<file path="config.mk">
export PLATFORM = sky130hd
export DESIGN_NAME = i2c_eeprom_master
export DESIGN_NICKNAME = d
export VERILOG_FILES = /design/src/sv/i2ce_pkg.sv /design/src/sv/i2ce_fifo.sv /design/src/sv/i2ce_engine.sv /design/src/sv/i2c_eeprom_master.sv
export SDC_FILE = /design/constraint.sdc
export NUM_CORES = 1
export LEC_CHECK = 0
export ABC_CLOCK_PERIOD_IN_PS = 4300
export BUFFER_PORTS_ARGS = -buffer_cell sky130_fd_sc_hd__clkbuf_2
export CAP_MARGIN = 20
export CORE_ASPECT_RATIO = 0.8
export CORE_MARGIN = 5
export CORE_UTILIZATION = 50
export DETAILED_ROUTE_END_ITERATION = 16
export GPL_ROUTABILITY_DRIVEN = 0
export PLACE_DENSITY = 0.72
export SKIP_LAST_GASP = 1
export SYNTH_ARGS = -nofsm -noshare
export SYNTH_HDL_FRONTEND = slang
export SYNTH_HIERARCHICAL = 1
export SYNTH_SLANG_ARGS = --single-unit
</file>
<file path="constraint.sdc">
create_clock -name clk -period 4.3 [get_ports clk]
set_input_delay 0.43 -clock clk [delete_from_list [all_inputs] [get_ports clk]]
set_output_delay 0.43 -clock clk [all_outputs]
set_load 0.05 [all_outputs]
</file>
<file path="src/sv/i2ce_pkg.sv">
// Shared types and codes for the I2C EEPROM master.
`timescale 1ns / 1ps
package i2ce_pkg;
    localparam logic [2:0] MODE_TICK  = 3'd0;
    localparam logic [2:0] MODE_READ  = 3'd1;
    localparam logic [2:0] MODE_SPLIT = 3'd2;
    localparam logic [2:0] MODE_PAGE  = 3'd3;
    localparam logic [2:0] MODE_WBYTE = 3'd4;

    // Command as classified by the front part
    typedef struct packed {
        logic [2:0] mode;
        logic [8:0] mem_address;
        logic [7:0] byte_count;
        logic [7:0] write_byte;
        logic       sda_in;
    } item_t;

    typedef struct packed {
        logic       scl;
        logic       sda_out;
        logic       busy_res;
        logic       want_byte;
        logic [7:0] read_data;
        logic       read_valid;
        logic       done_res;
        logic [2:0] status;
    } result_t;
endpackage

</file>
<file path="src/sv/i2ce_fifo.sv">
// Short queue between the front and the back part.
`timescale 1ns / 1ps
module i2ce_fifo #(
    parameter int W = 8
) (
    input  logic         clk,
    input  logic         rst_n,
    input  logic         in_valid,
    output logic         in_ready,
    input  logic [W-1:0] in_data,
    output logic         out_valid,
    input  logic         out_ready,
    output logic [W-1:0] out_data
);
    logic [W-1:0] mem_reg [2];
    logic         wp_reg, rp_reg;
    logic [1:0]   cnt_reg;
    logic         wr, rd;

    assign in_ready  = (cnt_reg != 2'd2);
    assign out_valid = (cnt_reg != 2'd0);
    assign out_data  = mem_reg[rp_reg];
    assign wr = in_valid && in_ready;
    assign rd = out_valid && out_ready;

    // Pointers and fill count
    always_ff @(posedge clk or negedge rst_n)
    begin
        if (!rst_n)
        begin
            wp_reg <= 1'b0;
            rp_reg <= 1'b0;
            cnt_reg <= 2'd0;
        end
        else
        begin
            if (wr) wp_reg <= ~wp_reg;
            if (rd) rp_reg <= ~rp_reg;
            cnt_reg <= cnt_reg + {1'b0, wr} - {1'b0, rd};
        end
    end

    always_ff @(posedge clk)
    begin
        if (wr) mem_reg[wp_reg] <= in_data;
    end
endmodule

</file>
<file path="src/sv/i2ce_engine.sv">
// Bus sequencer: one queued item is one tick, output held in a register.
`timescale 1ns / 1ps
module i2ce_engine (
    input  logic             clk,
    input  logic             rst_n,
    input  logic             in_valid,
    output logic             in_ready,
    input  i2ce_pkg::item_t  in_item,
    output logic             out_valid,
    input  logic             out_ready,
    output i2ce_pkg::result_t out_res,
    input  logic [6:0]       device_address,
    input  logic [7:0]       phase_ticks,
    input  logic [15:0]      write_wait_ticks
);
    import i2ce_pkg::*;

    localparam logic [4:0] ST_IDLE = 5'd0, ST_START_A = 5'd1, ST_START_B = 5'd2,
        ST_TX_LOW = 5'd3, ST_TX_SET = 5'd4, ST_TX_HIGH = 5'd5, ST_ACK_LOW = 5'd6,
        ST_ACK_HIGH = 5'd7, ST_RX_LOW = 5'd8, ST_RX_HIGH = 5'd9, ST_MA_LOW = 5'd10,
        ST_MA_SET = 5'd11, ST_MA_HIGH = 5'd12, ST_STOP_A = 5'd13, ST_STOP_B = 5'd14,
        ST_WAIT = 5'd15, ST_NEED = 5'd16;
    localparam logic [2:0] SG_DEVW = 3'd0, SG_ADDR = 3'd1, SG_DEVR = 3'd2,
        SG_DATA = 3'd3, SG_READ = 3'd4;
    localparam logic [2:0] ERR_DEV = 3'd1, ERR_ADDR = 3'd2, ERR_DATA = 3'd3,
        ERR_PAGE = 3'd4;

    logic [4:0]  state_reg, state_next;
    logic [15:0] pc_reg, pc_next;
    logic [3:0]  bc_reg, bc_next;
    logic [7:0]  sh_reg, sh_next;
    logic [8:0]  addr_reg, addr_next;
    logic [7:0]  rem_reg, rem_next;
    logic [4:0]  page_reg, page_next;
    logic [2:0]  stat_reg, stat_next;
    logic [1:0]  job_reg, job_next;
    logic [2:0]  stage_reg, stage_next;
    logic        lvl_reg;
    logic        ov_reg;
    result_t     res_reg, res;
    logic        go;
    logic [15:0] pc_inc;
    logic [7:0]  pt;
    logic [4:0]  room;
    logic [8:0]  last_addr;
    logic        scl, sda, nack;

    assign in_ready  = !ov_reg || out_ready;
    assign go        = in_valid && in_ready;
    assign out_valid = ov_reg;
    assign out_res   = res_reg;

    // Line levels of the current phase
    always_comb
    begin
        nack = (rem_reg == 8'd0);
        scl = 1'b1;
        sda = 1'b1;
        unique case (state_reg)
            ST_START_B, ST_STOP_A: begin scl = 1'b1; sda = 1'b0; end
            ST_TX_LOW, ST_MA_LOW, ST_NEED: begin scl = 1'b0; sda = lvl_reg; end
            ST_TX_SET: begin scl = 1'b0; sda = sh_reg[7]; end
            ST_TX_HIGH: begin scl = 1'b1; sda = sh_reg[7]; end
            ST_ACK_LOW, ST_RX_LOW: begin scl = 1'b0; sda = 1'b1; end
            ST_MA_SET: begin scl = 1'b0; sda = nack; end
            ST_MA_HIGH: begin scl = 1'b1; sda = nack; end
            default: begin scl = 1'b1; sda = 1'b1; end
        endcase
    end

    // Next state of the sequencer
    always_comb
    begin
        state_next = state_reg; pc_next = pc_reg; bc_next = bc_reg;
        sh_next = sh_reg; addr_next = addr_reg; rem_next = rem_reg;
        page_next = page_reg; stat_next = stat_reg; job_next = job_reg;
        stage_next = stage_reg;
        res = '0;
        pt = (phase_ticks == 8'd0) ? 8'd1 : phase_ticks;
        pc_inc = pc_reg + 16'd1;
        room = 5'd16 - {1'b0, addr_reg[3:0]};
        last_addr = in_item.mem_address + {1'b0, in_item.byte_count} - 9'd1;
        res.want_byte = (state_reg == ST_NEED);

        unique case (state_reg)
            ST_IDLE:
            begin
                if (in_item.mode == MODE_READ || in_item.mode == MODE_SPLIT ||
                    in_item.mode == MODE_PAGE)
                begin
                    if (in_item.byte_count == 8'd0)
                    begin
                        stat_next = 3'd0; pc_next = '0; res.done_res = 1'b1;
                    end
                    else if (in_item.mode == MODE_PAGE &&
                             (in_item.mem_address[8:4] != last_addr[8:4] ||
                              ({1'b0, in_item.mem_address} + {2'b0, in_item.byte_count}
                               - 10'd1) > 10'd511))
                    begin
                        stat_next = ERR_PAGE; pc_next = '0; res.done_res = 1'b1;
                    end
                    else
                    begin
                        job_next = in_item.mode[1:0];
                        addr_next = in_item.mem_address;
                        rem_next = in_item.byte_count;
                        stat_next = 3'd0;
                        room = 5'd16 - {1'b0, in_item.mem_address[3:0]};
                        page_next = ({3'b0, room} < in_item.byte_count) ? room
                                    : in_item.byte_count[4:0];
                        stage_next = SG_DEVW; state_next = ST_START_A; pc_next = '0;
                    end
                end
            end
            ST_NEED:
            begin
                if (in_item.mode == MODE_WBYTE)
                begin
                    sh_next = in_item.write_byte; bc_next = '0;
                    state_next = ST_TX_LOW; pc_next = '0;
                end
            end
            ST_WAIT:
            begin
                pc_next = pc_inc;
                if (pc_inc >= write_wait_ticks)
                begin
                    pc_next = '0;
                    if (rem_reg == 8'd0)
                    begin
                        stat_next = 3'd0; state_next = ST_IDLE; res.done_res = 1'b1;
                    end
                    else
                    begin
                        page_next = ({3'b0, room} < rem_reg) ? room : rem_reg[4:0];
                        stage_next = SG_DEVW; state_next = ST_START_A;
                    end
                end
            end
            default:
            begin
                pc_next = pc_inc;
                if (pc_inc >= {8'd0, pt})
                begin
                    pc_next = '0;
                    unique case (state_reg)
                        ST_START_A: state_next = ST_START_B;
                        ST_START_B:
                        begin
                            sh_next = {(device_address | {6'd0, addr_reg[8]}),
                                       (stage_reg == SG_DEVR)};
                            bc_next = '0; state_next = ST_TX_LOW;
                        end
                        ST_TX_LOW: state_next = ST_TX_SET;
                        ST_TX_SET: state_next = ST_TX_HIGH;
                        ST_TX_HIGH:
                        begin
                            sh_next = {sh_reg[6:0], 1'b0};
                            bc_next = bc_reg + 4'd1;
                            state_next = (bc_reg + 4'd1 >= 4'd8) ? ST_ACK_LOW : ST_TX_LOW;
                        end
                        ST_ACK_LOW: state_next = ST_ACK_HIGH;
                        ST_ACK_HIGH:
                        begin
                            if (in_item.sda_in)
                            begin
                                stat_next = (stage_reg == SG_ADDR) ? ERR_ADDR
                                          : (stage_reg == SG_DATA) ? ERR_DATA : ERR_DEV;
                                state_next = ST_STOP_A;
                            end
                            else
                            begin
                                case (stage_reg)
                                    SG_DEVW:
                                    begin
                                        stage_next = SG_ADDR; sh_next = addr_reg[7:0];
                                        bc_next = '0; state_next = ST_TX_LOW;
                                    end
                                    SG_ADDR:
                                    begin
                                        if (job_reg == MODE_READ[1:0])
                                        begin
                                            stage_next = SG_DEVR; state_next = ST_START_A;
                                        end
                                        else
                                        begin
                                            stage_next = SG_DATA; state_next = ST_NEED;
                                        end
                                    end
                                    SG_DEVR:
                                    begin
                                        stage_next = SG_READ; sh_next = '0;
                                        bc_next = '0; state_next = ST_RX_LOW;
                                    end
                                    default:
                                    begin
                                        if (rem_reg != 8'd0) rem_next = rem_reg - 8'd1;
                                        if (page_reg != 5'd0) page_next = page_reg - 5'd1;
                                        addr_next = addr_reg + 9'd1;
                                        state_next = (page_reg <= 5'd1) ? ST_STOP_A
                                                                         : ST_NEED;
                                    end
                                endcase
                            end
                        end
                        ST_RX_LOW: state_next = ST_RX_HIGH;
                        ST_RX_HIGH:
                        begin
                            sh_next = {sh_reg[6:0], in_item.sda_in};
                            bc_next = bc_reg + 4'd1;
                            if (bc_reg + 4'd1 >= 4'd8)
                            begin
                                res.read_valid = 1'b1;
                                res.read_data = {sh_reg[6:0], in_item.sda_in};
                                if (rem_reg != 8'd0) rem_next = rem_reg - 8'd1;
                                addr_next = addr_reg + 9'd1;
                                state_next = ST_MA_LOW;
                            end
                            else
                                state_next = ST_RX_LOW;
                        end
                        ST_MA_LOW: state_next = ST_MA_SET;
                        ST_MA_SET: state_next = ST_MA_HIGH;
                        ST_MA_HIGH:
                        begin
                            if (rem_reg == 8'd0)
                                state_next = ST_STOP_A;
                            else
                            begin
                                sh_next = '0; bc_next = '0; state_next = ST_RX_LOW;
                            end
                        end
                        ST_STOP_A: state_next = ST_STOP_B;
                        ST_STOP_B:
                        begin
                            if (stat_reg != 3'd0 || job_reg == MODE_READ[1:0])
                            begin
                                state_next = ST_IDLE; res.done_res = 1'b1;
                            end
                            else if (write_wait_ticks != 16'd0)
                                state_next = ST_WAIT;
                            else if (rem_reg == 8'd0)
                            begin
                                state_next = ST_IDLE; res.done_res = 1'b1;
                            end
                            else
                            begin
                                page_next = ({3'b0, room} < rem_reg) ? room
                                            : rem_reg[4:0];
                                stage_next = SG_DEVW; state_next = ST_START_A;
                            end
                        end
                        default: state_next = ST_IDLE;
                    endcase
                end
            end
        endcase
        res.scl = scl;
        res.sda_out = sda;
        res.busy_res = (state_next != ST_IDLE);
        res.status = stat_next;
    end

    // Sequencer registers
    always_ff @(posedge clk or negedge rst_n)
    begin
        if (!rst_n)
        begin
            state_reg <= ST_IDLE; pc_reg <= '0; bc_reg <= '0; sh_reg <= '0;
            addr_reg <= '0; rem_reg <= '0; page_reg <= '0; stat_reg <= '0;
            job_reg <= '0; stage_reg <= SG_DEVW; lvl_reg <= 1'b1; ov_reg <= 1'b0;
        end
        else
        begin
            if (go)
            begin
                state_reg <= state_next; pc_reg <= pc_next; bc_reg <= bc_next;
                sh_reg <= sh_next; addr_reg <= addr_next; rem_reg <= rem_next;
                page_reg <= page_next; stat_reg <= stat_next; job_reg <= job_next;
                stage_reg <= stage_next; lvl_reg <= sda;
            end
            if (go) ov_reg <= 1'b1;
            else if (out_ready) ov_reg <= 1'b0;
        end
    end

    always_ff @(posedge clk)
    begin
        if (go) res_reg <= res;
    end
endmodule

</file>
<file path="src/sv/i2c_eeprom_master.sv">
// I2C EEPROM master top level: register port, tick queue and bus sequencer.
// Use: every input transfer on s_axis is one bus tick. Its tdata carries the
// tick mode (plain tick, start read, start split write, start page write,
// write byte), the start address, the byte count, the write byte and the
// sampled SDA level. Each tick yields exactly one result on m_axis with the
// driven SCL and SDA levels, busy, want-byte, read data and valid, done and
// status. A tick passes a two-entry queue and the sequencer, which registers
// its result, so a tick passes the queue entry and the result register on
// its way; one tick is taken per clock cycle while m_axis does not stall.
// Registers on the APB port: device address (0x0), ticks per bus phase (0x4)
// and write-cycle wait ticks (0x8); write them only while the bus is idle.
// Reset puts the bus idle with both lines released and restores register
// defaults. When m_axis stalls the result holds, the queue fills and
// s_axis_tready drops; no tick is lost.
`timescale 1ns / 1ps
module i2c_eeprom_master (
    input  logic        clk,
    input  logic        rst_n,
    input  logic        s_axis_tvalid,
    output logic        s_axis_tready,
    // [2:0] mode, [11:3] mem_address, [19:12] byte_count, [27:20] write_byte,
    // [28] sda_in
    input  logic [31:0] s_axis_tdata,
    output logic        m_axis_tvalid,
    input  logic        m_axis_tready,
    // [0] scl, [1] sda_out, [2] busy_res, [3] want_byte, [11:4] read_data,
    // [12] read_valid, [13] done_res, [16:14] status
    output logic [23:0] m_axis_tdata,
    input  logic        psel,
    input  logic        penable,
    input  logic        pwrite,
    input  logic [3:0]  paddr,
    input  logic [31:0] pwdata,
    output logic [31:0] prdata,
    output logic        pready
);
    import i2ce_pkg::*;

    localparam logic [3:0] REG_DEV = 4'h0, REG_PHASE = 4'h4, REG_WAIT = 4'h8;

    logic [6:0]  dev_reg;
    logic [7:0]  phase_reg;
    logic [15:0] wait_reg;
    item_t       item_in, item_q;
    logic        q_valid, q_ready;
    result_t     res;

    assign pready = 1'b1;

    // Configuration registers
    always_ff @(posedge clk or negedge rst_n)
    begin
        if (!rst_n)
        begin
            dev_reg <= 7'd80; phase_reg <= 8'd5; wait_reg <= 16'd5000;
        end
        else if (psel && penable && pwrite)
        begin
            unique case (paddr)
                REG_DEV:   dev_reg <= pwdata[6:0];
                REG_PHASE: phase_reg <= pwdata[7:0];
                REG_WAIT:  wait_reg <= pwdata[15:0];
                default: ;
            endcase
        end
    end

    always_comb
    begin
        unique case (paddr)
            REG_DEV:   prdata = {25'd0, dev_reg};
            REG_PHASE: prdata = {24'd0, phase_reg};
            REG_WAIT:  prdata = {16'd0, wait_reg};
            default:   prdata = '0;
        endcase
    end

    // Front: unpack the tick
    assign item_in.mode        = s_axis_tdata[2:0];
    assign item_in.mem_address = s_axis_tdata[11:3];
    assign item_in.byte_count  = s_axis_tdata[19:12];
    assign item_in.write_byte  = s_axis_tdata[27:20];
    assign item_in.sda_in      = s_axis_tdata[28];

    i2ce_fifo #(.W($bits(item_t))) u_fifo (
        .clk(clk), .rst_n(rst_n),
        .in_valid(s_axis_tvalid), .in_ready(s_axis_tready), .in_data(item_in),
        .out_valid(q_valid), .out_ready(q_ready), .out_data(item_q)
    );

    i2ce_engine u_engine (
        .clk(clk), .rst_n(rst_n),
        .in_valid(q_valid), .in_ready(q_ready), .in_item(item_q),
        .out_valid(m_axis_tvalid), .out_ready(m_axis_tready), .out_res(res),
        .device_address(dev_reg), .phase_ticks(phase_reg),
        .write_wait_ticks(wait_reg)
    );

    assign m_axis_tdata = {7'd0, res.status, res.done_res, res.read_valid,
                           res.read_data, res.want_byte, res.busy_res,
                           res.sda_out, res.scl};

    // A finished transaction is never still busy
    a_done_idle: assert property (@(posedge clk) disable iff (!rst_n)
        m_axis_tvalid && res.done_res |-> !res.busy_res)
        else $error("done while busy");
    // Read data valid only while busy
    a_rv_busy: assert property (@(posedge clk) disable iff (!rst_n)
        m_axis_tvalid && res.read_valid |-> res.busy_res)
        else $error("read byte outside transaction");
    // A write byte is only wanted inside a transaction
    a_want_busy: assert property (@(posedge clk) disable iff (!rst_n)
        m_axis_tvalid && res.want_byte |-> res.busy_res)
        else $error("byte wanted while idle");
endmodule

</file>
* After elaboration in Yosys (flattened, before gate mapping)
Memories as Yosys holds them, arrays and structs flattened.
Cells that the tools add are included.
** Word-level totals
- Flip-flop bits (word level) :: 117
- Output and inout bits :: 59
- Memory bits (writable) :: 58
- Memories kept :: 1
- Bits of input ports :: 75
** Cells by class
- Magnitude comparators :: 7
- Mux-type cells :: 114
- Reductions and logical operators :: 53
- $add $sub $neg :: 13
- Bitwise gates (word level) :: 11
- Eq/ne operators :: 46
** Memories
- u_fifo.mem_reg :: words 2, bits a word 29, rd ports 1, clocked after Yosys merged registers in 0, wr ports 1, line i2ce_fifo.sv:15 : logic [W-1:0] mem_reg [2];
** Operator list (count)
- 5-bit two-way mux :: 23
- 8-bit two-way mux :: 13
- 16-bit case mux with 3 select lines :: 2
- 9-bit two-way mux :: 8
- 5-bit case mux with 14 select lines :: 1
- 16-bit two-way mux :: 4
- 8-bit case mux with 2 select lines :: 4
- 3-bit two-way mux :: 20
- 5-bit case mux with 3 select lines :: 3
- 5-bit by 4-bit equality test with 1-bit output (second input constant) :: 8
- 8-bit case mux with 5 select lines :: 1
- 9-bit case mux with 2 select lines :: 2
- 3-bit case mux with 3 select lines :: 3
- 8-bit logical NOT :: 3
- 4-bit two-way mux :: 6
- 5-bit by 3-bit equality test with 1-bit output (second input constant) :: 4
- 16-bit by 1-bit adder with 16-bit output (second input constant) :: 1
- 16-bit greater-or-equal comparator :: 1
- 16-bit by 8-bit greater-or-equal comparator with 1-bit output :: 1
- 5-bit by 8-bit < comparator with 1-bit output :: 2
- 1-bit two-way mux :: 16
- 4-bit case mux with 4 select lines :: 1
- 8-bit AND reduction :: 2
- 16-bit nonzero test :: 1
- 64 further kinds :: 114

* Logic depth before layout (Yosys ltp)
An unclocked memory read counts as a cell.
- Word-level depth :: 11
- Gate-level depth with buffers :: 17
- Depth with buffers taken out :: 15

* Hierarchy
The synthesis kept the hierarchy.
** Modules (own cells, without submodules)
- i2ce_engine :: area an instance 7064.3 um^2, sequential area each 2138.3 um^2, instances 1, cells an instance 847
- i2ce_fifo :: area an instance 2282.2 um^2, sequential area each 1841.8 um^2, instances 1, cells an instance 107
- i2c_eeprom_master :: area an instance 1682.9 um^2, sequential area each 787.0 um^2, instances 1, cells an instance 122

* Worst setup path after synthesis
OpenSTA, ideal clock, no wires.
- Path kind :: register -> register
- From :: register u_fifo.rp_reg
- To :: register u_engine.res_reg (netlist bit u_engine/out_res[14]) (data pin)
- Path slack :: 0.525 ns
- Arrival :: 3.504 ns
- Cell stages (with the launch flop) :: 15
- Buffers on the path :: 1
- Cell sequence :: dfrtp_1 buf_2 mux2_2 inv_1 ha_1 inv_1 ha_1 a21oi_1 o22ai_1 o41ai_1 mux2_2 o32ai_1 nor3_1 a2111oi_4 nand4bb_1
** RTL lines
- from (decl) :: line i2ce_fifo.sv:16 : logic wp_reg, rp_reg;
- from (signal assigned) :: line i2ce_fifo.sv:38 : if (rd) rp_reg <= ~rp_reg;
- to (signal assigned) :: line i2ce_engine.sv:289 : if (go) res_reg <= res;
- to (decl) :: line i2ce_engine.sv:40 : result_t res_reg, res;

==> flow_summary.html <==
<table>
<tr><th>Metric</th><th>Value</th></tr>
<tr><th colspan="2">Die</th></tr>
<tr><td>Initial Util</td><td>between 50% and 60%</td></tr>
<tr><td>Core area</td><td>about 22000 sq um</td></tr>
<tr><td>Die X</td><td>176 microns</td></tr>
<tr><td>Io pins</td><td>134</td></tr>
<tr><td>Area enclosed by the die boundary</td><td>25100 sq um</td></tr>
<tr><td>Site Rows</td><td>between 40 and 50</td></tr>
<tr><td>Die Span Y</td><td>143 microns</td></tr>
<tr><th colspan="2">Timing</th></tr>
<tr><td>Smallest setup slack after layout</td><td>228 ps</td></tr>
<tr><td>Final max-slew violation count</td><td>0</td></tr>
<tr><td>Post-route setup TNS</td><td>0 ps</td></tr>
<tr><td>Tmin final</td><td>about 4100 ps</td></tr>
<tr><td>Clock skew after layout</td><td>just over 20 ps</td></tr>
<tr><td>Pin slew with the least headroom to its limit</td><td>about 940 ps</td></tr>
<tr><td>Final worst path period share</td><td>approximately 95%</td></tr>
<tr><td>Setup-violating endpoint count in the final report</td><td>0</td></tr>
<tr><td>Final Hold Violating Endpoints</td><td>0</td></tr>
<tr><td>Max_slew headroom</td><td>37.4%</td></tr>
<tr><td>Worst hold margin</td><td>172 ps</td></tr>
<tr><td>Maximum clock rate</td><td>about 250 MHz</td></tr>
<tr><th colspan="2">Placement</th></tr>
<tr><td>Post-placement cell count</td><td>around 1400</td></tr>
<tr><td>HPWL after detailed placement</td><td>about 20 mm</td></tr>
<tr><td>Count of input and output buffers</td><td>90</td></tr>
<tr><td>Worst setup slack before clock tree synthesis</td><td>53.0 ps</td></tr>
<tr><th colspan="2">Run</th></tr>
<tr><td>Maximum capacitance violations</td><td>0</td></tr>
<tr><th colspan="2">Finish</th></tr>
<tr><td>Count of antenna diodes in the layout</td><td>0</td></tr>
<tr><td>Flip-flop and latch area</td><td>4770 sq um</td></tr>
<tr><td>Largest register FFs</td><td>just under 60</td></tr>
<tr><td>Fill cell total of the finished layout</td><td>~1800</td></tr>
<tr><td>Layout Nets</td><td>1291</td></tr>
<tr><td>Share of layout cells above drive strength 1</td><td>20.8%</td></tr>
<tr><td>Non-filler instance count after layout</td><td>roughly 1400</td></tr>
<tr><td>Multi-input gate area in the final layout</td><td>5620 sq um</td></tr>
<tr><td>Area growth syn-to-layout</td><td>11.4%</td></tr>
<tr><th colspan="2">Worst setup path</th></tr>
<tr><td>Peak fanout along the critical path</td><td>25</td></tr>
<tr><td>Required time reported for the critical path endpoint</td><td>around 4600 ps</td></tr>
<tr><td>Critical Setup Path Class</td><td>flop to flop</td></tr>
<tr><td>Critical Path Sink Type</td><td>flop</td></tr>
<tr><td>Worst path top cell family by delay</td><td>compound AO/OA/AOI/OAI gates</td></tr>
<tr><td>Ordered list of cells on the worst path</td><td>buf_12 -&gt; mux2_2 -&gt; inv_1 -&gt; ha_1 -&gt; inv_1 -&gt; ha_1 -&gt; inv_1 -&gt; fa_1 -&gt; nand2b_1 -&gt; a211oi_1 -&gt; o22ai_1 -&gt; nor3_1 -&gt; o32ai_1 -&gt; buf_4 -&gt; o21ai_1 -&gt; buf_12 -&gt; nand4_1 -&gt; a22o_1</td></tr>
<tr><td>Highest-delay cell along the critical path</td><td>dfrtp_1</td></tr>
<tr><td>Critical Path Most Common Cell</td><td>inv_1</td></tr>
<tr><td>Signal arrival time at the worst endpoint</td><td>4400 ps</td></tr>
<tr><td>Worst setup SP type</td><td>flop</td></tr>
<tr><td>Number of buffers and inverters on the critical path</td><td>6</td></tr>
<tr><td>Delay of the slowest cell on the worst path</td><td>390 ps</td></tr>
<tr><th colspan="2">Synthesis</th></tr>
<tr><td>Fraction of the yosys area taken by sequential cells</td><td>43.2%</td></tr>
<tr><td>Count of cell types in the netlist</td><td>88</td></tr>
<tr><td>Commonest register cell after synthesis</td><td>dfrtp_1</td></tr>
<tr><td>Number of flip-flops and latches in the synthesized netlist</td><td>around 180</td></tr>
<tr><td>Share of flip-flops with an asynchronous set or reset</td><td>57.1%</td></tr>
<tr><td>Number of flops mapped to enable cells by yosys</td><td>75</td></tr>
<tr><td>Count of synthesis-stage warnings from yosys</td><td>6</td></tr>
<tr><td>Per-instance average area after synthesis</td><td>10.3 sq um</td></tr>
<tr><td>Cell count after synthesis</td><td>1076</td></tr>
<tr><td>Post-Synthesis Cell Area</td><td>about 11000 sq um</td></tr>
<tr><th colspan="2">Routing</th></tr>
<tr><td>Mean number of vias per cell</td><td>6.01</td></tr>
<tr><td>Aggregate routed wire length</td><td>27.4 mm</td></tr>
<tr><td>Wirelength per Cell</td><td>19.0 microns</td></tr>
<tr><td>Via total after detailed routing</td><td>between 8000 and 9000</td></tr>
<tr><td>Router iterations before antenna repair</td><td>6</td></tr>
<tr><td>Detailed Route Iter0 Violations</td><td>865</td></tr>
<tr><td>Post-route ant nets</td><td>0</td></tr>
<tr><td>DRC violation count after routing</td><td>0</td></tr>
<tr><th colspan="2">Min path</th></tr>
<tr><td>Min-delay worst type</td><td>input pin to flop</td></tr>
<tr><th colspan="2">Global routing</th></tr>
<tr><td>Initial antenna violation count</td><td>0</td></tr>
<tr><td>Largest net degree at the start of global routing</td><td>74</td></tr>
<tr><td>Via count of the first global-routing pass</td><td>8098</td></tr>
<tr><td>Gr ovfl total</td><td>0</td></tr>
<tr><td>Global-route wire length before repair</td><td>43.9 mm</td></tr>
<tr><td>Global-route usage over all layers</td><td>21.7%</td></tr>
<tr><th colspan="2">Clock network</th></tr>
<tr><td>Cell at the root of the clock tree</td><td>clkbuf_16</td></tr>
<tr><td>Num Clock Sinks</td><td>175</td></tr>
<tr><td>Bufs on Longest Clock Path</td><td>2</td></tr>
<tr><td>Post-CTS setup-driven buffer insertion count</td><td>0</td></tr>
<tr><td>Reg clk slew, reported paths</td><td>80 ps</td></tr>
<tr><td>Clock latency at the later pin of the worst-skew pair</td><td>440 ps</td></tr>
<tr><td>H-tree Lvls</td><td>4</td></tr>
<tr><td>Clock buffers created by TritonCTS</td><td>17</td></tr>
<tr><td>CTS tree</td><td>yes</td></tr>
<tr><th colspan="2">Power and ir drop</th></tr>
<tr><td>Leakage power summed over all cells</td><td>5.40 nW</td></tr>
<tr><td>Power per cell area</td><td>681 nW/um^2</td></tr>
<tr><td>Final total power</td><td>between 8 and 9 mW</td></tr>
<tr><td>Worst IR Drop VDD</td><td>just over 0.4 mV</td></tr>
<tr><th colspan="2">Status</th></tr>
<tr><td>Status</td><td>completed</td></tr>
</table>
-- cell usage after synthesis (5+ instances only) --
cell type  instances  area, sq um
mux2_4            18          270
nor2b_1            8         50.1
o22ai_1            9         56.3
ha_1              59          738
o21ai_0           55          275
buf_4             26          195
mux2i_1           14          140
buf_2             10         50.1
mux2_1             8         90.1
a21o_1             9         67.6
and2_1            22          138
a222oi_1          13          130
clkbuf_1          32          120
and3_1            11         68.8
a21oi_1           43          215
nor4_1            11         68.8
edfxtp_1          75         2250
nand2_1           79          297
a22o_1            14          123
or3_1             14         87.6
nand3_1           29          145
dfstp_2           10          263
o211ai_1          11         82.6
nand2b_1          14         87.6
nor3_1            29          145
and4_1             5         43.8
nand4_1            8         50.1
xor2_1            10         87.6
dfrtp_1           90         2250
nor4b_1            5         43.8
xnor2_1           23          201
nor2_1            53          199
nor3b_1            5         37.5
inv_1             88          330
a31oi_1           18          113
o2bb2ai_1          9         78.8
mux2_2            42          473
-- cell type report --
| class | count | area share [%] |
|---|---|---|
| multi-input combinational | 761 | 45.7 |
| inverter | 89 | 2.72 |
| sequential | 175 | 38.8 |
| clock inverter | 12 | 1.01 |
| timing repair buffer | 112 | 5.42 |
| clock buffer | 20 | 3.55 |
| tap | 275 | 2.80 |
-- layout by cell type (no fill, tap or decap), types with 5 or more instances in the layout --
cell type | synthesis | layout
a21o_1 | 9 | 9
inv_6 | 0 | 6
nand3_1 | 29 | 29
nand2_1 | 79 | 79
a21oi_1 | 43 | 42
mux2_1 | 8 | 8
nor4b_1 | 5 | 5
mux2_4 | 18 | 18
inv_1 | 88 | 88
and3_1 | 11 | 11
nor2_1 | 53 | 52
conb_1 | 2 | 24
or3_1 | 14 | 14
a22o_1 | 14 | 14
ha_1 | 59 | 59
o2bb2ai_1 | 9 | 9
mux2_2 | 42 | 42
edfxtp_1 | 75 | 75
nand4_1 | 8 | 8
o211ai_1 | 11 | 11
nor3_1 | 29 | 28
nor2b_1 | 8 | 8
clkbuf_16 | 0 | 17
xor2_1 | 10 | 10
dfrtp_1 | 90 | 89
nor3b_1 | 5 | 5
a31oi_1 | 18 | 18
xnor2_1 | 23 | 23
o22ai_1 | 9 | 9
a222oi_1 | 13 | 13
clkbuf_2 | 0 | 89
nand2b_1 | 14 | 14
mux2i_1 | 14 | 14
and2_1 | 22 | 21
buf_4 | 26 | 19
o21ai_0 | 55 | 55
nor4_1 | 11 | 11
and4_1 | 5 | 5
dfstp_2 | 10 | 10
-- path summary, 6_finish.rpt --
check                                  from               endpoint  slack (ps)  depth (start not counted)
setup / recovery              u_fifo/rp_reg   u_engine/page_reg[3]         230                         18
hold / removal              s_axis_tdata[4]  u_fifo/mem_reg[1][18]         170                          1
setup reg to reg              u_fifo/rp_reg   u_engine/page_reg[3]         230                         18
hold reg to reg            u_engine/lvl_reg       u_engine/lvl_reg         460                          2
max in group asynchronous             rst_n             dev_reg[4]        2800                          4
min in group asynchronous             rst_n    u_engine/pc_reg[13]         470                          2
-- per-stage QoR --
step / utilization [%] / area, sq um
floorplan: - / 11100
global placement: 53.9 / 11700
detailed placement: 53.9 / 11700
CTS: 56.5 / 12200
global route: 56.8 / 12300
finish: 56.8 / 12300
-- worst reg2reg max path, cell delays in order, from the launching register on --
cell,delay (ps)
dfrtp_1,390
buf_12,180
mux2_2,410
inv_1,110
ha_1,230
inv_1,60
ha_1,170
inv_1,60
fa_1,340
nand2b_1,180
a211oi_1,330
o22ai_1,140
nor3_1,140
o32ai_1,120
buf_4,180
o21ai_1,210
buf_12,210
nand4_1,220
a22o_1,290
-- layer usage --
metal,GRT usage [%],routed length [microns],vias to the layer above
li1,-,-,4081
met1,33.9,13200,4133
met2,30.2,11600,426
met3,4.84,2250,39
met4,5.91,408,0
met5,0,0,-
-- report_power, final --
part / total [mW] / switching (mW) / internal [mW]
Sequential: 2.68 / 0.437 / 2.24
Combinational: 4.17 / 2.57 / 1.61
Clock: 1.51 / 0.697 / 0.816
Total: 8.36 / 3.70 / 4.66
-- cell families (layout without fill, tap and decap cells) --
kind of cell / Yosys count / in the layout / synth area share (%)
AOI/OAI and AO/OA: 244 / 244 / 15.6
xor gates and xnor gates: 33 / 33 / 2.62
adders and majority gates: 60 / 60 / 6.87
buffers and inverters: 162 / 233 / 6.93
DFF: 175 / 175 / 43.2
muxes: 82 / 82 / 8.83
other: 2 / 24 / 0.0681
and+or+nand+nor: 318 / 318 / 15.9
-- repair_timing --
item	in CTS	in global routing
setup endpoints to repair	0	33
hold buffers	0	1
gates resized for setup	0	7
endpoints found under the hold margin	0	25
No activity file was read; power rests on OpenSTA's default activity.
